<file path="src/hw/rtl/mbre_pkg.sv">
package mbre_pkg;

  // Pixels per framebuffer element, packed MSB-first.
  localparam int ELEM_BITS = 8;

  typedef enum logic [2:0] {
    CMD_POINT = 3'd0,
    CMD_HLINE = 3'd1,
    CMD_VLINE = 3'd2,
    CMD_RECT  = 3'd3,
    CMD_FILL  = 3'd4,
    CMD_ALL   = 3'd5,
    CMD_SPR   = 3'd6,
    CMD_READ  = 3'd7
  } cmd_e;

  typedef enum logic [1:0] {
    OP_SET = 2'd0,
    OP_CLR = 2'd1,
    OP_INV = 2'd2,
    OP_NOP = 2'd3
  } op_e;

  typedef struct packed {
    logic [2:0] cmd;
    logic [1:0] op;
    logic [6:0] x;
    logic [5:0] y;
    logic [6:0] x_last;
    logic [5:0] y_last;
    logic [7:0] w;
    logic [6:0] h;
    logic [7:0] pattern;
    logic       invert;
  } in_item_t;

  typedef struct packed {
    logic [7:0] read_data;
    logic       status;
  } out_item_t;

  // Normalized job for the back end: a column span times a row span.
  // Coordinates are 11 bits so that spans past the buffer edge are exact.
  typedef struct packed {
    logic        read;
    logic        all;
    logic        spr;
    logic        empty;
    logic [1:0]  op;
    logic [10:0] x0;
    logic [10:0] x1;
    logic [10:0] y0;
    logic [10:0] y1;
    logic [7:0]  pat;
    logic        last;
  } job_t;

endpackage

</file>
<file path="src/hw/rtl/mbre_queue.sv">
module mbre_queue import mbre_pkg::*; (
  input  logic clk_i,
  input  logic rst_ni,
  input  logic wr_valid_i,
  output logic wr_stall_o,
  input  job_t wr_job_i,
  output logic rd_valid_o,
  input  logic rd_take_i,
  output job_t rd_job_o
);
  job_t mem_q [2];
  logic [1:0] cnt_q;
  logic wp_q, rp_q;
  logic wr, rd;

  assign wr_stall_o = cnt_q == 2'd2;
  assign rd_valid_o = cnt_q != 2'd0;
  assign rd_job_o = mem_q[rp_q];
  assign wr = wr_valid_i && !wr_stall_o;
  assign rd = rd_take_i && rd_valid_o;

  always_ff @(posedge clk_i) if (wr) mem_q[wp_q] <= wr_job_i;

  always_ff @(posedge clk_i or negedge rst_ni) begin
    if (!rst_ni) begin
      cnt_q <= '0; wp_q <= 1'b0; rp_q <= 1'b0;
    end else begin
      if (wr) wp_q <= ~wp_q;
      if (rd) rp_q <= ~rp_q;
      cnt_q <= cnt_q + 2'(wr) - 2'(rd);
    end
  end
endmodule

</file>
<file path="config.mk">
export PLATFORM = sky130hd
export DESIGN_NAME = mbre_queue
export DESIGN_NICKNAME = d
export VERILOG_FILES = /design/src/hw/rtl/mbre_pkg.sv /design/src/hw/rtl/mbre_queue.sv
export SDC_FILE = /design/constraint.sdc
export NUM_CORES = 1
export LEC_CHECK = 0
export ABC_AREA = 1
export BUFFER_PORTS_ARGS = -buffer_cell sky130_fd_sc_hd__buf_2
export CORE_AREA = 2 2 100 102
export DETAILED_ROUTE_END_ITERATION = 8
export DIE_AREA = 0 0 102 104
export PLACE_DENSITY = 0.78
export SETUP_SLACK_MARGIN = 0.05
export SLEW_MARGIN = 40
export SYNTH_ARGS = -nofsm -noshare
export SYNTH_HDL_FRONTEND = slang
export SYNTH_SLANG_ARGS = --single-unit
</file>
<file path="constraint.sdc">
create_clock -name clk_i -period 4.3 [get_ports clk_i]
set_input_delay 0.215 -clock clk_i [delete_from_list [all_inputs] [get_ports clk_i]]
set_output_delay 0.215 -clock clk_i [all_outputs]
set_load 0.005 [all_outputs]
</file>
== Word level (Yosys, flattened, before mapping) ==
Memories as Yosys holds them, arrays and structs flattened.
Cells that the tools add are included.
Storage, ports and cells
  latch bits: 0
  memories kept: 1
  word-level logic and storage cells: 15
  ROM bits: 0
  bits in registers: 4
  RAM bits: 118
Operators by class
  bitwise gates (word level): 2
  reduce and logical (&&, ||, !) cells: 4
  $mul: 0
  add/subtract/negate cells: 2
  order comparisons: 0
  div/mod/pow operators: 0
  shift-type cells: 0
  eq/ne operators: 1
  mux-type cells: 2
Memories
  mem_q: words 2, bits a word 59, rd ports 1, clocked after memory_dff 0, write ports 1, line mbre_queue.sv:11  | job_t mem_q [2];
Operators by type and width (number)
  2-bit by 1-bit adder with 2-bit output: 1
  2-bit == test (second input constant): 1
  1-bit logical AND: 2
  1-bit 2-to-1 mux: 2
  1-bit NOT: 2
  2-bit nonzero test: 1
  2-bit by 1-bit subtractor with 2-bit output: 1
  1-bit logical NOT: 1

== Longest topological paths before layout ==
  depth in word-level cells: 5
  depth in mapped cells: 10
  depth with buffers taken out: 10

== Worst setup path after synthesis ==
Ideal clock, no wire load.
  path kind: register -> register
  from: register cnt_q[1]
  to: memory mem_q[1][0] (netlist bit), enable pin
  required time: 3.824 ns
  path slack: 0.797 ns
  arrival time: 3.027 ns
  cell stages (with the launch flop): 4
  buffers on the path: 0
  cells stage by stage: dfrtp_1 nand2_1 nand2_1 nor2_1
On the way
  longest elaborated chain between the ends: 5
RTL lines
  from (decl): line mbre_queue.sv:12  | logic [1:0] cnt_q;
  from (signal assigned): line mbre_queue.sv:30  | cnt_q <= cnt_q + 2'(wr) - 2'(rd);
  2-bit == test: line mbre_queue.sv:16  | assign wr_stall_o = cnt_q == 2'd2;
  1-bit logical NOT: line mbre_queue.sv:19  | assign wr = wr_valid_i && !wr_stall_o;
  1-bit logical AND: line mbre_queue.sv:19
  1-bit 2-to-1 mux: line mbre_queue.sv:22  | always_ff @(posedge clk_i) if (wr) mem_q[wp_q] <= wr_job_i;
  1-bit 2-to-1 mux (not written as such): line mbre_queue.sv:22
  to (decl): line mbre_queue.sv:11
No other way between the ends.

==> results_dict.tcl <==
set metrics [dict create \
    detailed_route_iter0_violations 103 \
    layout.core_utilization_pct 67.58 \
    worstPathCellList "buf_4 > nand2_1 > nand2_1 > buf_2" \
    ir_drop_v 0.0003850 \
    ys_ff_latch 122 \
    critical_path.top_delay_family "flip-flops" \
    cts_buffers 17 \
    holdCritPathClass "in2reg" \
    via_total_after_detailed_routing 3091 \
    areaGrowthSynthToFinish_pct 41.24 \
    die-width_um 102 \
    ys_top_cells_by_area "edfxtp_1, nand2_1, dfrtp_1" \
    worstReg2RegEnd "mem_q[0][35]$_DFFE_PP_" \
    finalWorstPathRequiredPeriod_ns 2.294 \
    clock.fmax_mhz 435.9 \
    grt_pass1_vias 3216 \
    ctsHtreeMaxLevel 4 \
    clk_pin_slew_worst_paths_ns 0.05 \
    synth_warnings 0 \
    data_required_time_at_the_worst_endpoint_ns 4.09 \
    timing.hold.worst_endpoint "wp_q$_DFFE_PN0N_" \
    wire_length_per_cell_after_detailed_routing_um 14.24 \
    routabilityCongestion 0.7066 \
    fillers 688 \
    timing.hold.worst_path_depth 3 \
    grt_max_degree 61 \
    drt_pass1_iterations 5 \
    number_of_i_o_port_buffers 123 \
    cpMaxStageDelayCell "dfrtp_2" \
    multiInputGateArea_um2 764.5 \
    cts.path.max_buffers 2 \
    die-height_um 104 \
    report.final.setup_viol 0 \
    cp_common_cell "nand2_1" \
    syn_area_um2 4569 \
    fp.dieArea_um2 10610 \
    slew_headroom_pct 55.00 \
    number_of_antenna_cells_inserted 0 \
    cts_root_buffer "clkbuf_8" \
    initial_core_util_pct 47.85 \
    path_buf_inv 2 \
    finClkSkew_ns 0.008372 \
    hold_path.startpoint "wr_valid_i" \
    post_synth_inst_count 341 \
    floorplan.rows 36 \
    detailedPlacementHpwl_um 5249 \
    final_hold_viol_count 0 \
    drc 0 \
    outcome "finished, final reports clean" \
    globalRouteOverflowTotal 0 \
    setup.worst_path.end_class "output pin" \
    cp_data_arrival_time_ns 2.08 \
    power-per-cell-area_nw_per_um2 646.1 \
    synth-seq-area-share_pct 79.74 \
    yosys.cell_types.count 10 \
    r2r_setup_slack_ns 2.32 \
    maxCapViolations 0 \
    groute.usage.overall_pct 18.93 \
    post_route_cells_drive_above_1_share_pct 29.38 \
    max_stage_delay_ns 0.74 \
    clock_net_sink_count 122 \
    beginning_of_the_worst_register_to_register_path "cnt_q[0]$_DFF_PN0_" \
    drtAntennaViolNets 0 \
    max_fanout_on_critical_path 32 \
    first_pass_grt_wire_length_um 14970 \
    cts-resized-gates 0 \
    postCtsHoldBufs 61 \
    finalSetupTns_ns 0 \
    floorplan.core_area_um2 9549 \
    grt_antenna_before_repair 0 \
    clock_tree_from_tritoncts "built" \
    clk-insertion-delay-late_ns 0.52 \
    syn_avg_cell_area_um2 13.40 \
    worst_slew_pin_slew_ns 0.6750 \
    detail_route.wirelength_um 9695 \
    timing_max_transition_violations_final 0 \
    power_leakage_nw 2.824 \
    reg2regPathDepth 5 \
    synth_top_cell_area_share_pct 77.55 \
    vias_per_cell 4.539 \
    fin_worst_hold_slack_ns 0.03692 \
    boundaryPins 124 \
    setup_repair_after_global_routing_missed_its_margin "false" \
    final.period_utilization_pct 53.35 \
    final_nets 600 \
    startpoint_type "flop" \
    critPathKind "reg2out" \
    mappedNetlistNets 406 \
    post-synth-top-area-cell "edfxtp_1" \
    postCtsSetupBuffers 0 \
    area.sequential_um2 3645 \
]
==> worst register-to-register path: cells and delay by family (launching register included) <==
kind          cells  cell delay (ns)
buf+inv           3             1.12
flops             1             0.38
simple gates      2             0.20
==> metal layers <==
metal / GRT usage, % / part of all wire (%) / routed length (µm) / vias up
met5: 0 / 0 / 0 / -
met4: 8.667 / 1.2 / 115 / 0
met3: 5.914 / 5.6 / 543 / 16
met2: 33.18 / 55 / 5349 / 120
met1: 20.57 / 38 / 3687 / 1419
li1: - / - / - / 1536
==> cells in the final DEF (no fill, tap or decap) <==
| master | Yosys | routed |
|---|---|---|
| nand2_1 | 190 | 190 |
| buf_2 | 0 | 123 |
| edfxtp_1 | 118 | 118 |
| dlygate4sd3_1 | 0 | 61 |
| clkbuf_16 | 0 | 16 |
| inv_1 | 9 | 8 |
| clkinv_4 | 0 | 6 |
| nand3_1 | 3 | 3 |
| clkinv_2 | 0 | 3 |
| dfrtp_1 | 4 | 3 |
| buf_4 | 6 | 3 |
| ha_1 | 2 | 2 |
| bufinv_16 | 0 | 2 |
| clkbuf_1 | 0 | 2 |
| clkinvlp_4 | 0 | 2 |
| inv_8 | 1 | 1 |
| nor2_4 | 0 | 1 |
| clkbuf_8 | 0 | 1 |
| inv_6 | 0 | 1 |
| buf_8 | 0 | 1 |
| dfrtp_2 | 0 | 1 |
==> metrics by stage <==
step / instance area (µm²) / worst slack [ns] / power (mW) / cells
floorplan: 4569 / 0.7974 / 2.407 / 341
global placement: 5259 / 2.158 / 2.766 / 587
detailed placement: 5259 / 2.126 / 2.809 / 587
CTS: 6437 / 2.014 / 4.190 / 680
global route: 6454 / 1.884 / 4.404 / 681
finish: 6454 / 2.006 / 4.170 / 681
==> report_power, final <==
part / internal (mW) / total, mW / leakage, nW / switching, mW
logic: 0.421 / 1.11 / 1.41 / 0.685
registers: 1.62 / 1.73 / 1.14 / 0.109
clock network: 0.827 / 1.33 / 0.272 / 0.503
total: 2.87 / 4.17 / 2.82 / 1.30
==> cells in the mapped netlist (all sizes together) <==
cell and number:
ha 2, edfxtp 118, nand3 3, nor2 1, buf 13, nand2 190
dfrtp 4, inv 10
==> state kept, by name, indices dropped and copies added (netlist names) <==
name / cells
cnt_q: 2
mem_q: 118
rp_q: 1
wp_q: 1
==> worst max-delay path by stage <==
| stage | start | end | slack, ns | cells past startpoint |
|---|---|---|---|---|
| floorplan | cnt_q[1]$_DFF_PN0_ | mem_q[1][0]$_DFFE_PP_ | 0.80 | 3 |
| global placement | cnt_q[1]$_DFF_PN0_ | mem_q[1][56]$_DFFE_PP_ | 2.16 | 4 |
| detailed placement | cnt_q[0]$_DFF_PN0_ | mem_q[1][51]$_DFFE_PP_ | 2.13 | 5 |
| finish | rp_q$_DFFE_PN0P_ | rd_job_o[48] | 2.01 | 4 |
| global route | rp_q$_DFFE_PN0P_ | rd_job_o[48] | 1.88 | 4 |
| CTS | rp_q$_DFFE_PN0P_ | rd_job_o[53] | 2.01 | 4 |
==> area by class of cell <==
type                       count  area share [%]
inverter                      10          0.7173
timing repair buffer         188           19.58
tap                          133           2.579
multi-input combinational    196           11.85
clock buffer                  19           6.534
sequential                   122           56.48
clock inverter                13           2.268
==> cells by family (layout without fill, tap and decap cells) <==
kind of cell	after synthesis	in the layout	synth area share [%]
adder cells (fa/ha/maj)	2	2	0.5476
buffers and inverters	23	230	3.697
flip-flops	122	122	79.74
AND/OR/NAND/NOR	194	194	16.02
Note: power is estimated with default switching activity, not from simulation.
