<file path="src/hw/rtl/mbre_pkg.sv">
package mbre_pkg;

  // Pixels per framebuffer element, packed MSB-first.
  localparam int ELEM_BITS = 8;

  typedef enum logic [2:0] {
    CMD_POINT = 3'd0,
    CMD_HLINE = 3'd1,
    CMD_VLINE = 3'd2,
    CMD_RECT  = 3'd3,
    CMD_FILL  = 3'd4,
    CMD_ALL   = 3'd5,
    CMD_SPR   = 3'd6,
    CMD_READ  = 3'd7
  } cmd_e;

  typedef enum logic [1:0] {
    OP_SET = 2'd0,
    OP_CLR = 2'd1,
    OP_INV = 2'd2,
    OP_NOP = 2'd3
  } op_e;

  typedef struct packed {
    logic [2:0] cmd;
    logic [1:0] op;
    logic [6:0] x;
    logic [5:0] y;
    logic [6:0] x_last;
    logic [5:0] y_last;
    logic [7:0] w;
    logic [6:0] h;
    logic [7:0] pattern;
    logic       invert;
  } in_item_t;

  typedef struct packed {
    logic [7:0] read_data;
    logic       status;
  } out_item_t;

  // Normalized job for the back end: a column span times a row span.
  // Coordinates are 11 bits so that spans past the buffer edge are exact.
  typedef struct packed {
    logic        read;
    logic        all;
    logic        spr;
    logic        empty;
    logic [1:0]  op;
    logic [10:0] x0;
    logic [10:0] x1;
    logic [10:0] y0;
    logic [10:0] y1;
    logic [7:0]  pat;
    logic        last;
  } job_t;

endpackage

</file>
<file path="src/hw/rtl/mbre_front.sv">
module mbre_front import mbre_pkg::*; (
  input  logic     clk_i,
  input  logic     rst_ni,
  input  logic     in_valid_i,
  output logic     in_stall_o,
  input  in_item_t in_item_i,
  output logic     job_valid_o,
  input  logic     job_stall_i,
  output job_t     job_o
);
  // Splits one item into jobs; a non-empty outline gives four line jobs in order.
  logic [1:0] part_q, part_d;
  job_t j;
  logic [10:0] xr, yb;
  logic nparts_last;

  always_comb begin
    j = '0;
    xr = 11'(in_item_i.x) + 11'(in_item_i.w) - 11'd1;
    yb = 11'(in_item_i.y) + 11'(in_item_i.h) - 11'd1;
    j.op = in_item_i.op;
    j.x0 = 11'(in_item_i.x);
    j.x1 = 11'(in_item_i.x);
    j.y0 = 11'(in_item_i.y);
    j.y1 = 11'(in_item_i.y);
    j.pat = in_item_i.pattern ^ {8{in_item_i.invert}};
    nparts_last = 1'b1;
    unique case (cmd_e'(in_item_i.cmd))
      CMD_POINT: ;
      CMD_HLINE: begin
        j.x1 = 11'(in_item_i.x_last);
        j.empty = in_item_i.x_last < in_item_i.x;
      end
      CMD_VLINE: begin
        j.y1 = 11'(in_item_i.y_last);
        j.empty = in_item_i.y_last < in_item_i.y;
      end
      CMD_RECT: begin
        j.empty = (in_item_i.w == 8'd0) || (in_item_i.h == 7'd0);
        nparts_last = j.empty || (part_q == 2'd3);
        case (part_q)
          2'd0: j.x1 = xr;
          2'd1: begin j.x1 = xr; j.y0 = yb; j.y1 = yb; end
          2'd2: j.y1 = yb;
          default: begin j.x0 = xr; j.x1 = xr; j.y1 = yb; end
        endcase
      end
      CMD_FILL: begin
        j.empty = (in_item_i.w == 8'd0) || (in_item_i.h == 7'd0);
        j.x1 = xr;
        j.y1 = yb;
      end
      CMD_ALL: j.all = 1'b1;
      CMD_SPR: begin
        j.spr = 1'b1;
        j.empty = in_item_i.w == 8'd0;
        j.x1 = 11'(in_item_i.x) + ((in_item_i.w > 8'd8) ? 11'd7 : 11'(in_item_i.w) - 11'd1);
      end
      CMD_READ: j.read = 1'b1;
      default: ;
    endcase
    j.last = nparts_last;
    part_d = part_q;
    if (in_valid_i && !job_stall_i) part_d = nparts_last ? 2'd0 : part_q + 2'd1;
  end

  always_ff @(posedge clk_i or negedge rst_ni) begin
    if (!rst_ni) part_q <= '0;
    else part_q <= part_d;
  end

  assign job_o = j;
  assign job_valid_o = in_valid_i;
  assign in_stall_o = job_stall_i || !nparts_last;
endmodule

</file>
<file path="config.mk">
export PLATFORM = sky130hd
export DESIGN_NAME = mbre_front
export DESIGN_NICKNAME = d
export VERILOG_FILES = /design/src/hw/rtl/mbre_pkg.sv /design/src/hw/rtl/mbre_front.sv
export SDC_FILE = /design/constraint.sdc
export NUM_CORES = 1
export LEC_CHECK = 0
export BUFFER_PORTS_ARGS = -buffer_cell sky130_fd_sc_hd__buf_4
export CAP_MARGIN = 0
export CORE_MARGIN = 3
export CORE_UTILIZATION = 44
export CTS_BUF_LIST = sky130_fd_sc_hd__clkbuf_8
export CTS_CLUSTER_SIZE = 25
export DETAILED_ROUTE_END_ITERATION = 10
export PLACE_DENSITY = 0.8
export REMOVE_ABC_BUFFERS = 1
export SYNTH_ARGS = -nofsm -noshare
export SYNTH_HDL_FRONTEND = slang
export SYNTH_SLANG_ARGS = --single-unit
</file>
<file path="constraint.sdc">
create_clock -name clk_i -period 2 [get_ports clk_i]
set_clock_uncertainty 0.05 [all_clocks]
set_input_delay 0 -clock clk_i [delete_from_list [all_inputs] [get_ports clk_i]]
set_output_delay 0 -clock clk_i [all_outputs]
set_load 0.02 [all_outputs]
</file>
After elaboration in Yosys (flattened, before gate mapping)
Index checks and enable logic that the tools add are counted.
- $add $sub $neg: 7
- order comparisons: 3
- eq/ne operators: 10
- mux-type cells: 15
- bitwise logic cells: 1
- reduce and logical (&&, ||, !) cells: 11
- operator list (kind ; number):
    11-bit two-way mux ; 7
    11-bit case mux with 4 select lines ; 1
    11-bit case mux with 3 select lines ; 1
    8-bit by 1-bit subtractor with 9-bit output (second input constant) ; 2
    3-bit equality test (second input constant) ; 4
    7-bit by 11-bit adder with 11-bit output ; 1
    9-bit by 1-bit subtractor with 10-bit output (second input constant) ; 1
    7-bit by 8-bit adder with 9-bit output ; 1
    6-bit by 7-bit adder with 8-bit output ; 1
    8-bit by 4-bit greater-than comparator with 1-bit output (second input constant) ; 1
    8-bit zero test ; 1
    8-bit bitwise XOR ; 1
    7-bit zero test ; 1
    7-bit < comparator ; 1
    3-bit by 2-bit equality test with 1-bit output (second input constant) ; 2
    6-bit < comparator ; 1
    2-bit equality test (second input constant) ; 2
    1-bit two-way mux ; 4
    1-bit case mux with 4 select lines ; 1
    3-bit by 1-bit equality test with 1-bit output (second input constant) ; 1
    1-bit logical OR ; 3
    3-bit OR reduction ; 1
    2-bit by 1-bit adder with 2-bit output (second input constant) ; 1
    2-bit by 1-bit equality test with 1-bit output (second input constant) ; 1
    other kinds (5) ; 6
- flip-flop bits (word level): 2
- bits of input ports: 59
- output and inout bits: 61
- logic and storage cells: 48

Longest topological paths before layout
Gate-level depths: netlist of the first run.
- depth after elaboration: 6
- depth in mapped cells: 14
- gate-level depth less buffers: 14

Worst setup path after synthesis of the first run
OpenSTA, ideal clock, no wires.
- kind: input -> output
- start point: in in_item_i[44] (netlist name)
- end point: out job_o[52] (netlist name)
- data arrival time: 2.264 ns
- data required time: 1.950 ns
- path slack: -0.314 ns
- stages: 12
- path buffers: 1
- cells stage by stage: inv_1 ha_1 inv_1 ha_1 fa_1 a211oi_1 nor2_1 o21a_1 o21ai_0 nand2_1 nor2_1 buf_4
- RTL lines (what ; RTL line ; text):
    start, declared ; mbre_front.sv:6 ; input in_item_t in_item_i,
    end, declared ; mbre_front.sv:9 ; output job_t job_o

==> results.sh, run 1 <==
export IMPL_synthSimpleGateAreaFrac_pct=20.25
export IMPL_synthTopCellsByArea="ha_1, inv_1, nand2_1"
export IMPL_pwr_share_comb_pct=87.3
export IMPL_clockRootBuffer="clkbuf_8"
export IMPL_irDropWorstVdd_mv=0.5556
export IMPL_cp_end_kind="output port"
export IMPL_vias=3568
export IMPL_syn_area_mm2=0.002471
export IMPL_yosys_warnings=0
export IMPL_dieArea_mm2=0.006551
export IMPL_initial_core_util_pct=46.89
export IMPL_synth_fa_ha_area_share_pct=28.76
export IMPL_dp_cells=580
export IMPL_clkLatencyLatePin_ns=0.22
export IMPL_gp_congestion=0.9757
export IMPL_wl_um=12040
export IMPL_die_width_um=80.94
export IMPL_power_total_w=0.001671
export IMPL_internal_power_w=0.0008757
export IMPL_io_buffers=115
export IMPL_post_drt_wl_per_cell_um=19.93
export IMPL_num_antenna_cells=0
export IMPL_hold_path_class="input pin to async pin"
export IMPL_fin_crit_sh_pct=117.1
export IMPL_nFillCells=266
export IMPL_cts_buffers=3
export IMPL_synth_edf_count=0
export IMPL_max_clock_path_buffers=2
export IMPL_async_reset_ff_share_pct=100.0
export IMPL_worstPathMaxFanout=2
export IMPL_synthMuxAreaShare_pct=2.734
export IMPL_yosys_area_top_type_share_pct=26.33
export IMPL_grt_setup_unrepaired="true"
export IMPL_io_pins=120
export IMPL_yosysSeqAreaShare_pct=2.025
export IMPL_power_share_clock_pct=10.0
export IMPL_syn_area_per_cell_um2=6.961
export IMPL_drv_cap=0
export IMPL_p_leak_nw=2.281
export IMPL_setup_worst_path_start_class="input pin"
export IMPL_power_switching_w=0.0007955
export IMPL_grt_use_total_pct=29.74
export IMPL_yosysTopAreaCell="ha_1"
export IMPL_htree_levels=1
export IMPL_drtIter0Drc=330
export IMPL_hpwlAfterDp_um=7358
export IMPL_fin_ws_ns=-0.3412
export IMPL_worstPathArrival_ns=2.29
export IMPL_synth_top_flop_cell="dfrtp_1"
export IMPL_finalNetCount=650
export IMPL_grt_max_degree=15
export IMPL_die_height_um=80.94
export IMPL_place_worst_setup_slack_ns=-0.4884
export IMPL_worst_setup_path_type="input pin to output port"
export IMPL_hold_viol=0
export IMPL_fmax_mhz=427.1
export IMPL_yosys_area_share_xor_xnor_pct=7.797
export IMPL_overflow=0
export IMPL_netSwitchingFraction_pct=47.60
export IMPL_synthToLayoutAreaGrowth_pct=83.65
export IMPL_grt_pass1_wl_um=15350
export IMPL_final_cells=604
export IMPL_route_detailed_drc=0
export IMPL_num_rows=26
export IMPL_required_ns=1.95
export IMPL_min_period_ns=2.341
export IMPL_ant_nets=0
export IMPL_power_density_mw_per_mm2=368.3
export IMPL_setup_viol=16
export IMPL_slew_viol_final=0
export IMPL_worst_hold_slack_ns=0.05455
export IMPL_cts_tree="yes"
export IMPL_violations="setup timing"
export IMPL_synth_commonest_cells="inv_1, ha_1, nand2_1"
export IMPL_cts_sinks=2
export IMPL_antenna_found_initial=0
export IMPL_worst_slew_pin_transition_ns=0.6996
export IMPL_drive_gt1_share_pct=53.75
export IMPL_max_slew_margin_rel_pct=52.93
export IMPL_path_clk_slew_ns=0.03
export IMPL_synth_compound_area_share_pct=25.32
export IMPL_largest_reg_flops=2
export IMPL_viasPerCell=5.907
export IMPL_synth_most_common_cell="inv_1"
export IMPL_synth_cells=355
export IMPL_synth_seq_cells=2
export IMPL_reg_largest_list="part_q x2"
export IMPL_power_frac_seq_pct=2.7
export IMPL_grt_pass1_vias=3320
export IMPL_core_mm2=0.005270
export IMPL_regMostFlops="part_q"
export IMPL_status="complete, but fails checks"
export IMPL_synth_cell_type_count=52
export IMPL_first_pass_iters=5
export IMPL_synth_top_family_by_area="adder cells"
[layer usage]
metal / vias up / wire, um / part of all wire [%] / global-route usage [%]
li1: 1577 / - / - / -
met1: 1649 / 4198 / 35 / 35.52
met2: 266 / 5973 / 50 / 52.38
met3: 76 / 1100 / 9.1 / 3.880
met4: 0 / 765 / 6.4 / 13.85
met5: - / 0 / 0 / 0
[cell usage in the layout, fill, tap and decap left out, drive strengths merged, types with 3 or more instances in the layout]
cell	synthesis	layout
dlygate4sd3	0	3
a211oi	8	8
nor2	29	29
a21o	8	8
and2	3	3
fa	3	3
xor2	13	13
nand2	31	31
a21oi	16	16
nand2b	9	9
o22ai	5	5
ha	52	52
mux2	6	6
a221o	5	5
nor3	4	4
o21a	3	3
buf	13	188
a22oi	3	3
o21bai	3	3
a31oi	3	3
nor2b	8	8
clkbuf	2	3
nand3	6	6
inv	61	61
o31ai	3	3
o21ai	23	23
xnor2	9	9
[final timing paths]
kind	from	to	slack [ns]	cells past startpoint
setup / recovery	in_item_i[16]	job_o[38]	-0.34	15
setup reg to reg	part_q[0]$_DFFE_PN0P_	part_q[1]$_DFFE_PN0P_	0.37	3
max in group asynchronous	rst_ni	part_q[0]$_DFFE_PN0P_	1.76	2
hold / removal	rst_ni	part_q[1]$_DFFE_PN0P_	0.05	2
hold reg to reg	part_q[1]$_DFFE_PN0P_	part_q[1]$_DFFE_PN0P_	0.50	2
min in group clk_i	job_stall_i	part_q[1]$_DFFE_PN0P_	0.09	3
[timing repair]
action,in CTS,in global routing
resized for setup,83,64
hold buffers,3,0
endpoints found under the setup margin,21,29
pin swaps,47,35
hold endpoints to repair,4,0
setup buffers,5,13
[worst max-delay path: stages]
cell and delay [ns]:
buf_8 0.10, inv_6 0.05, buf_6 0.10, ha_4 0.12
inv_4 0.04, ha_4 0.16, fa_2 0.41, a211oi_2 0.20
nor2_1 0.09, o21a_1 0.21, nor2_2 0.16, xor2_2 0.23
buf_6 0.16, o22ai_2 0.09, buf_6 0.15
[power groups by stage]
stage	logic (W)	clock network, W	registers (W)
final	0.00146	0.000168	0.0000449
after global routing	0.00154	0.000177	0.0000451
after CTS	0.00118	0.000174	0.0000451
after detailed placement	0.00103	0	0.0000456
after global placement	0.00101	0	0.0000453
after floorplan	0.000552	0	0.0000450
[cell families (layout without fill, tap and decap cells)]
| family | count (synthesis) | in the layout |
|---|---|---|
| AO/OA/AOI/OAI | 93 | 93 |
| XOR/XNOR | 22 | 22 |
| adder cells (fa/ha/maj) | 55 | 55 |
| buffers and inverters | 76 | 255 |
| flip-flops | 2 | 2 |
| multiplexers | 6 | 6 |
| AND/OR/NAND/NOR | 101 | 101 |
[per-stage QoR]
| step | cell area, um2 | setup TNS, ns | util [%] |
|---|---|---|---|
| 4_1_cts | 4174 | -1.394 | 79.20 |
| 3_5_place_dp | 3740 | -4.888 | 70.96 |
| 3_3_place_gp | 3740 | -3.361 | 70.96 |
| 5_1_grt | 4538 | -3.733 | 86.11 |
| 2_1_floorplan | 2376 | -1.299 | - |
| 6_report | 4538 | -2.620 | 86.11 |
[area by class of cell]
| class | instances | area (um2) | share of cell area, % |
|---|---|---|---|
| multi-input cells | 277 | 2542 | 56.02 |
| inverters | 61 | 266.5 | 5.873 |
| flip-flops and latches | 2 | 50.05 | 1.103 |
| clock buffers | 3 | 41.29 | 0.9098 |
| well taps | 70 | 87.58 | 1.930 |
| repair buffers | 191 | 1550 | 34.16 |
Power figures use the tool's default switching activity.
==> run 2, diff against run 1 <==
Settings changed: PLACE_DENSITY 0.8 to 0.78, SKIP_LAST_GASP set to 1.
==> results.sh, run 2 (synthesized netlist as in run 1, its figures left out) <==
export IMPL_worst_slew_pin_transition_ns=0.6154
export IMPL_largest_reg_flops=2
export IMPL_clkLatencyLatePin_ns=0.21
export IMPL_grt_use_total_pct=27.76
export IMPL_num_antenna_cells=0
export IMPL_hpwlAfterDp_um=7301
export IMPL_place_worst_setup_slack_ns=-0.4909
export IMPL_clockRootBuffer="clkbuf_8"
export IMPL_slew_viol_final=0
export IMPL_mostFrequentLayoutCells="buf_4, inv_1, ha_1, nand2_1, nor2_1"
export IMPL_power_density_mw_per_mm2=339.6
export IMPL_status="complete, but fails checks"
export IMPL_worstPathArrival_ns=2.24
export IMPL_crit_buf_inv=5
export IMPL_drive_gt1_share_pct=53.86
export IMPL_die_width_um=80.94
export IMPL_fin_area_mm2=0.004483
export IMPL_slowest_delay_ns=0.25
export IMPL_crit_slowest_cell="ha_4"
export IMPL_cp_cell_sequence="buf_8 -> inv_8 -> ha_4 -> nand2_4 -> a21oi_4 -> buf_4 -> nand3_4 -> ha_4 -> buf_4 -> o21ai_2 -> o21bai_1 -> a21boi_1 -> o21bai_2 -> xnor2_2 -> o22ai_2 -> buf_4"
export IMPL_required_ns=1.95
export IMPL_p_leak_nw=2.266
export IMPL_grt_max_degree=15
export IMPL_die_height_um=80.94
export IMPL_cts_buffers=3
export IMPL_fin_ws_ns=-0.2864
export IMPL_final_common_cell="buf_4"
export IMPL_vias=3380
export IMPL_hold_path_class="input pin to async pin"
export IMPL_rr_worst_depth=4
export IMPL_irDropWorstVdd_mv=0.5333
export IMPL_worstPathMaxFanout=3
export IMPL_grt_setup_unrepaired="true"
export IMPL_reg_largest_list="part_q x2"
export IMPL_gp_congestion=0.9458
export IMPL_regMostFlops="part_q"
export IMPL_fin_crit_sh_pct=114.3
export IMPL_cp_depth=16
export IMPL_setup_viol=14
export IMPL_htree_levels=1
export IMPL_initial_core_util_pct=46.89
export IMPL_cpMostUsedCell="buf_4"
export IMPL_nFillCells=292
export IMPL_ff2ff_setup_slack_ns=0.22
export IMPL_grt_pass1_vias=3184
export IMPL_wl_um=10690
export IMPL_cts_tree="yes"
export IMPL_overflow=0
export IMPL_antenna_found_initial=0
export IMPL_ant_nets=0
export IMPL_hold_viol=0
export IMPL_synthToLayoutAreaGrowth_pct=81.42
export IMPL_drtIter0Drc=186
export IMPL_utilization_pct=85.07
export IMPL_cp_end_kind="output port"
export IMPL_dieArea_mm2=0.006551
export IMPL_min_period_ns=2.286
export IMPL_route_detailed_drc=0
export IMPL_r2r_start="part_q[0]$_DFFE_PN0P_"
export IMPL_crit_family="compound AO/OA/AOI/OAI gates"
export IMPL_worst_setup_path_type="input pin to output port"
export IMPL_max_clock_path_buffers=2
export IMPL_setup_worst_path_start_class="input pin"
export IMPL_io_pins=120
export IMPL_fmax_mhz=437.4
export IMPL_grt_pass1_wl_um=14520
export IMPL_io_buffers=115
export IMPL_violations="setup timing"
export IMPL_worst_hold_slack_ns=0.07480
export IMPL_first_pass_iters=6
export IMPL_post_drt_wl_per_cell_um=17.79
export IMPL_r2r_end="part_q[1]$_DFFE_PN0P_"
export IMPL_crit_path_start="in_item_i[17]"
export IMPL_endpoint="job_o[38]"
export IMPL_dpl_instance_area_mm2=0.003732
export IMPL_num_rows=26
export IMPL_path_clk_slew_ns=0.03
export IMPL_viasPerCell=5.624
export IMPL_finalNetCount=647
export IMPL_max_slew_margin_rel_pct=58.59
export IMPL_drv_cap=0
export IMPL_cts_sinks=2
export IMPL_core_mm2=0.005270
run 2: cell count changes in the layout (fill, tap and decap cells not counted), sizes merged:
cell | before | now
buf | 188 | 185
run 2: timing repair:
action	CTS	global route
pin swaps	54	38
hold buffers	3	0
endpoints found under the setup margin	20	28
resized for setup	82	56
buffers inserted	9	8
endpoints found under the hold margin	4	0
run 2: layout make-up:
class	instances	area [um2]	share of cell area, %
sequential	2	50.05	1.116
multi-input combinational	277	2539	56.63
clock buffer	3	41.29	0.9210
timing repair buffer	188	1509	33.66
inverter	61	256.5	5.721
tap	70	87.58	1.954
run 2: routing by layer:
| layer | wire [um] | track usage (%) | part of all wire (%) | vias to the layer above |
|---|---|---|---|---|
| met3 | 647 | 1.663 | 6.1 | 33 |
| met1 | 4130 | 35.42 | 39 | 1606 |
| met4 | 322 | 7.095 | 3.0 | 0 |
| met5 | 0 | 0 | 0 | - |
| met2 | 5591 | 50.41 | 52 | 167 |
| li1 | - | - | - | 1574 |
run 2: per-stage QoR:
stage,TNS (ns),total power [W],cells
floorplan,-1.299,0.0005967,340
global placement,-3.431,0.001037,579
detailed placement,-4.772,0.001057,579
CTS,-1.126,0.001364,594
global route,-3.124,0.001623,601
finish,-2.133,0.001522,601
run 2: power by group:
| group | leakage [nW] | switching (W) | internal (W) | total, W |
|---|---|---|---|---|
| registers | 0.0275 | 0.00000141 | 0.0000427 | 0.0000441 |
| logic | 2.22 | 0.000676 | 0.000641 | 0.00132 |
| clock network | 0.0216 | 0.0000334 | 0.000127 | 0.000161 |
| total | 2.27 | 0.000711 | 0.000811 | 0.00152 |
run 2: worst min-delay path by stage:
stage / end / slack (ns) / depth (start not counted)
CTS: part_q[0]$_DFFE_PN0P_ / 0.05 / 2
global placement: part_q[0]$_DFFE_PN0P_ / -0.27 / 1
detailed placement: part_q[0]$_DFFE_PN0P_ / -0.27 / 1
finish: part_q[0]$_DFFE_PN0P_ / 0.07 / 2
global route: part_q[0]$_DFFE_PN0P_ / 0.07 / 2
floorplan: part_q[0]$_DFFE_PN0P_ / -0.35 / 0
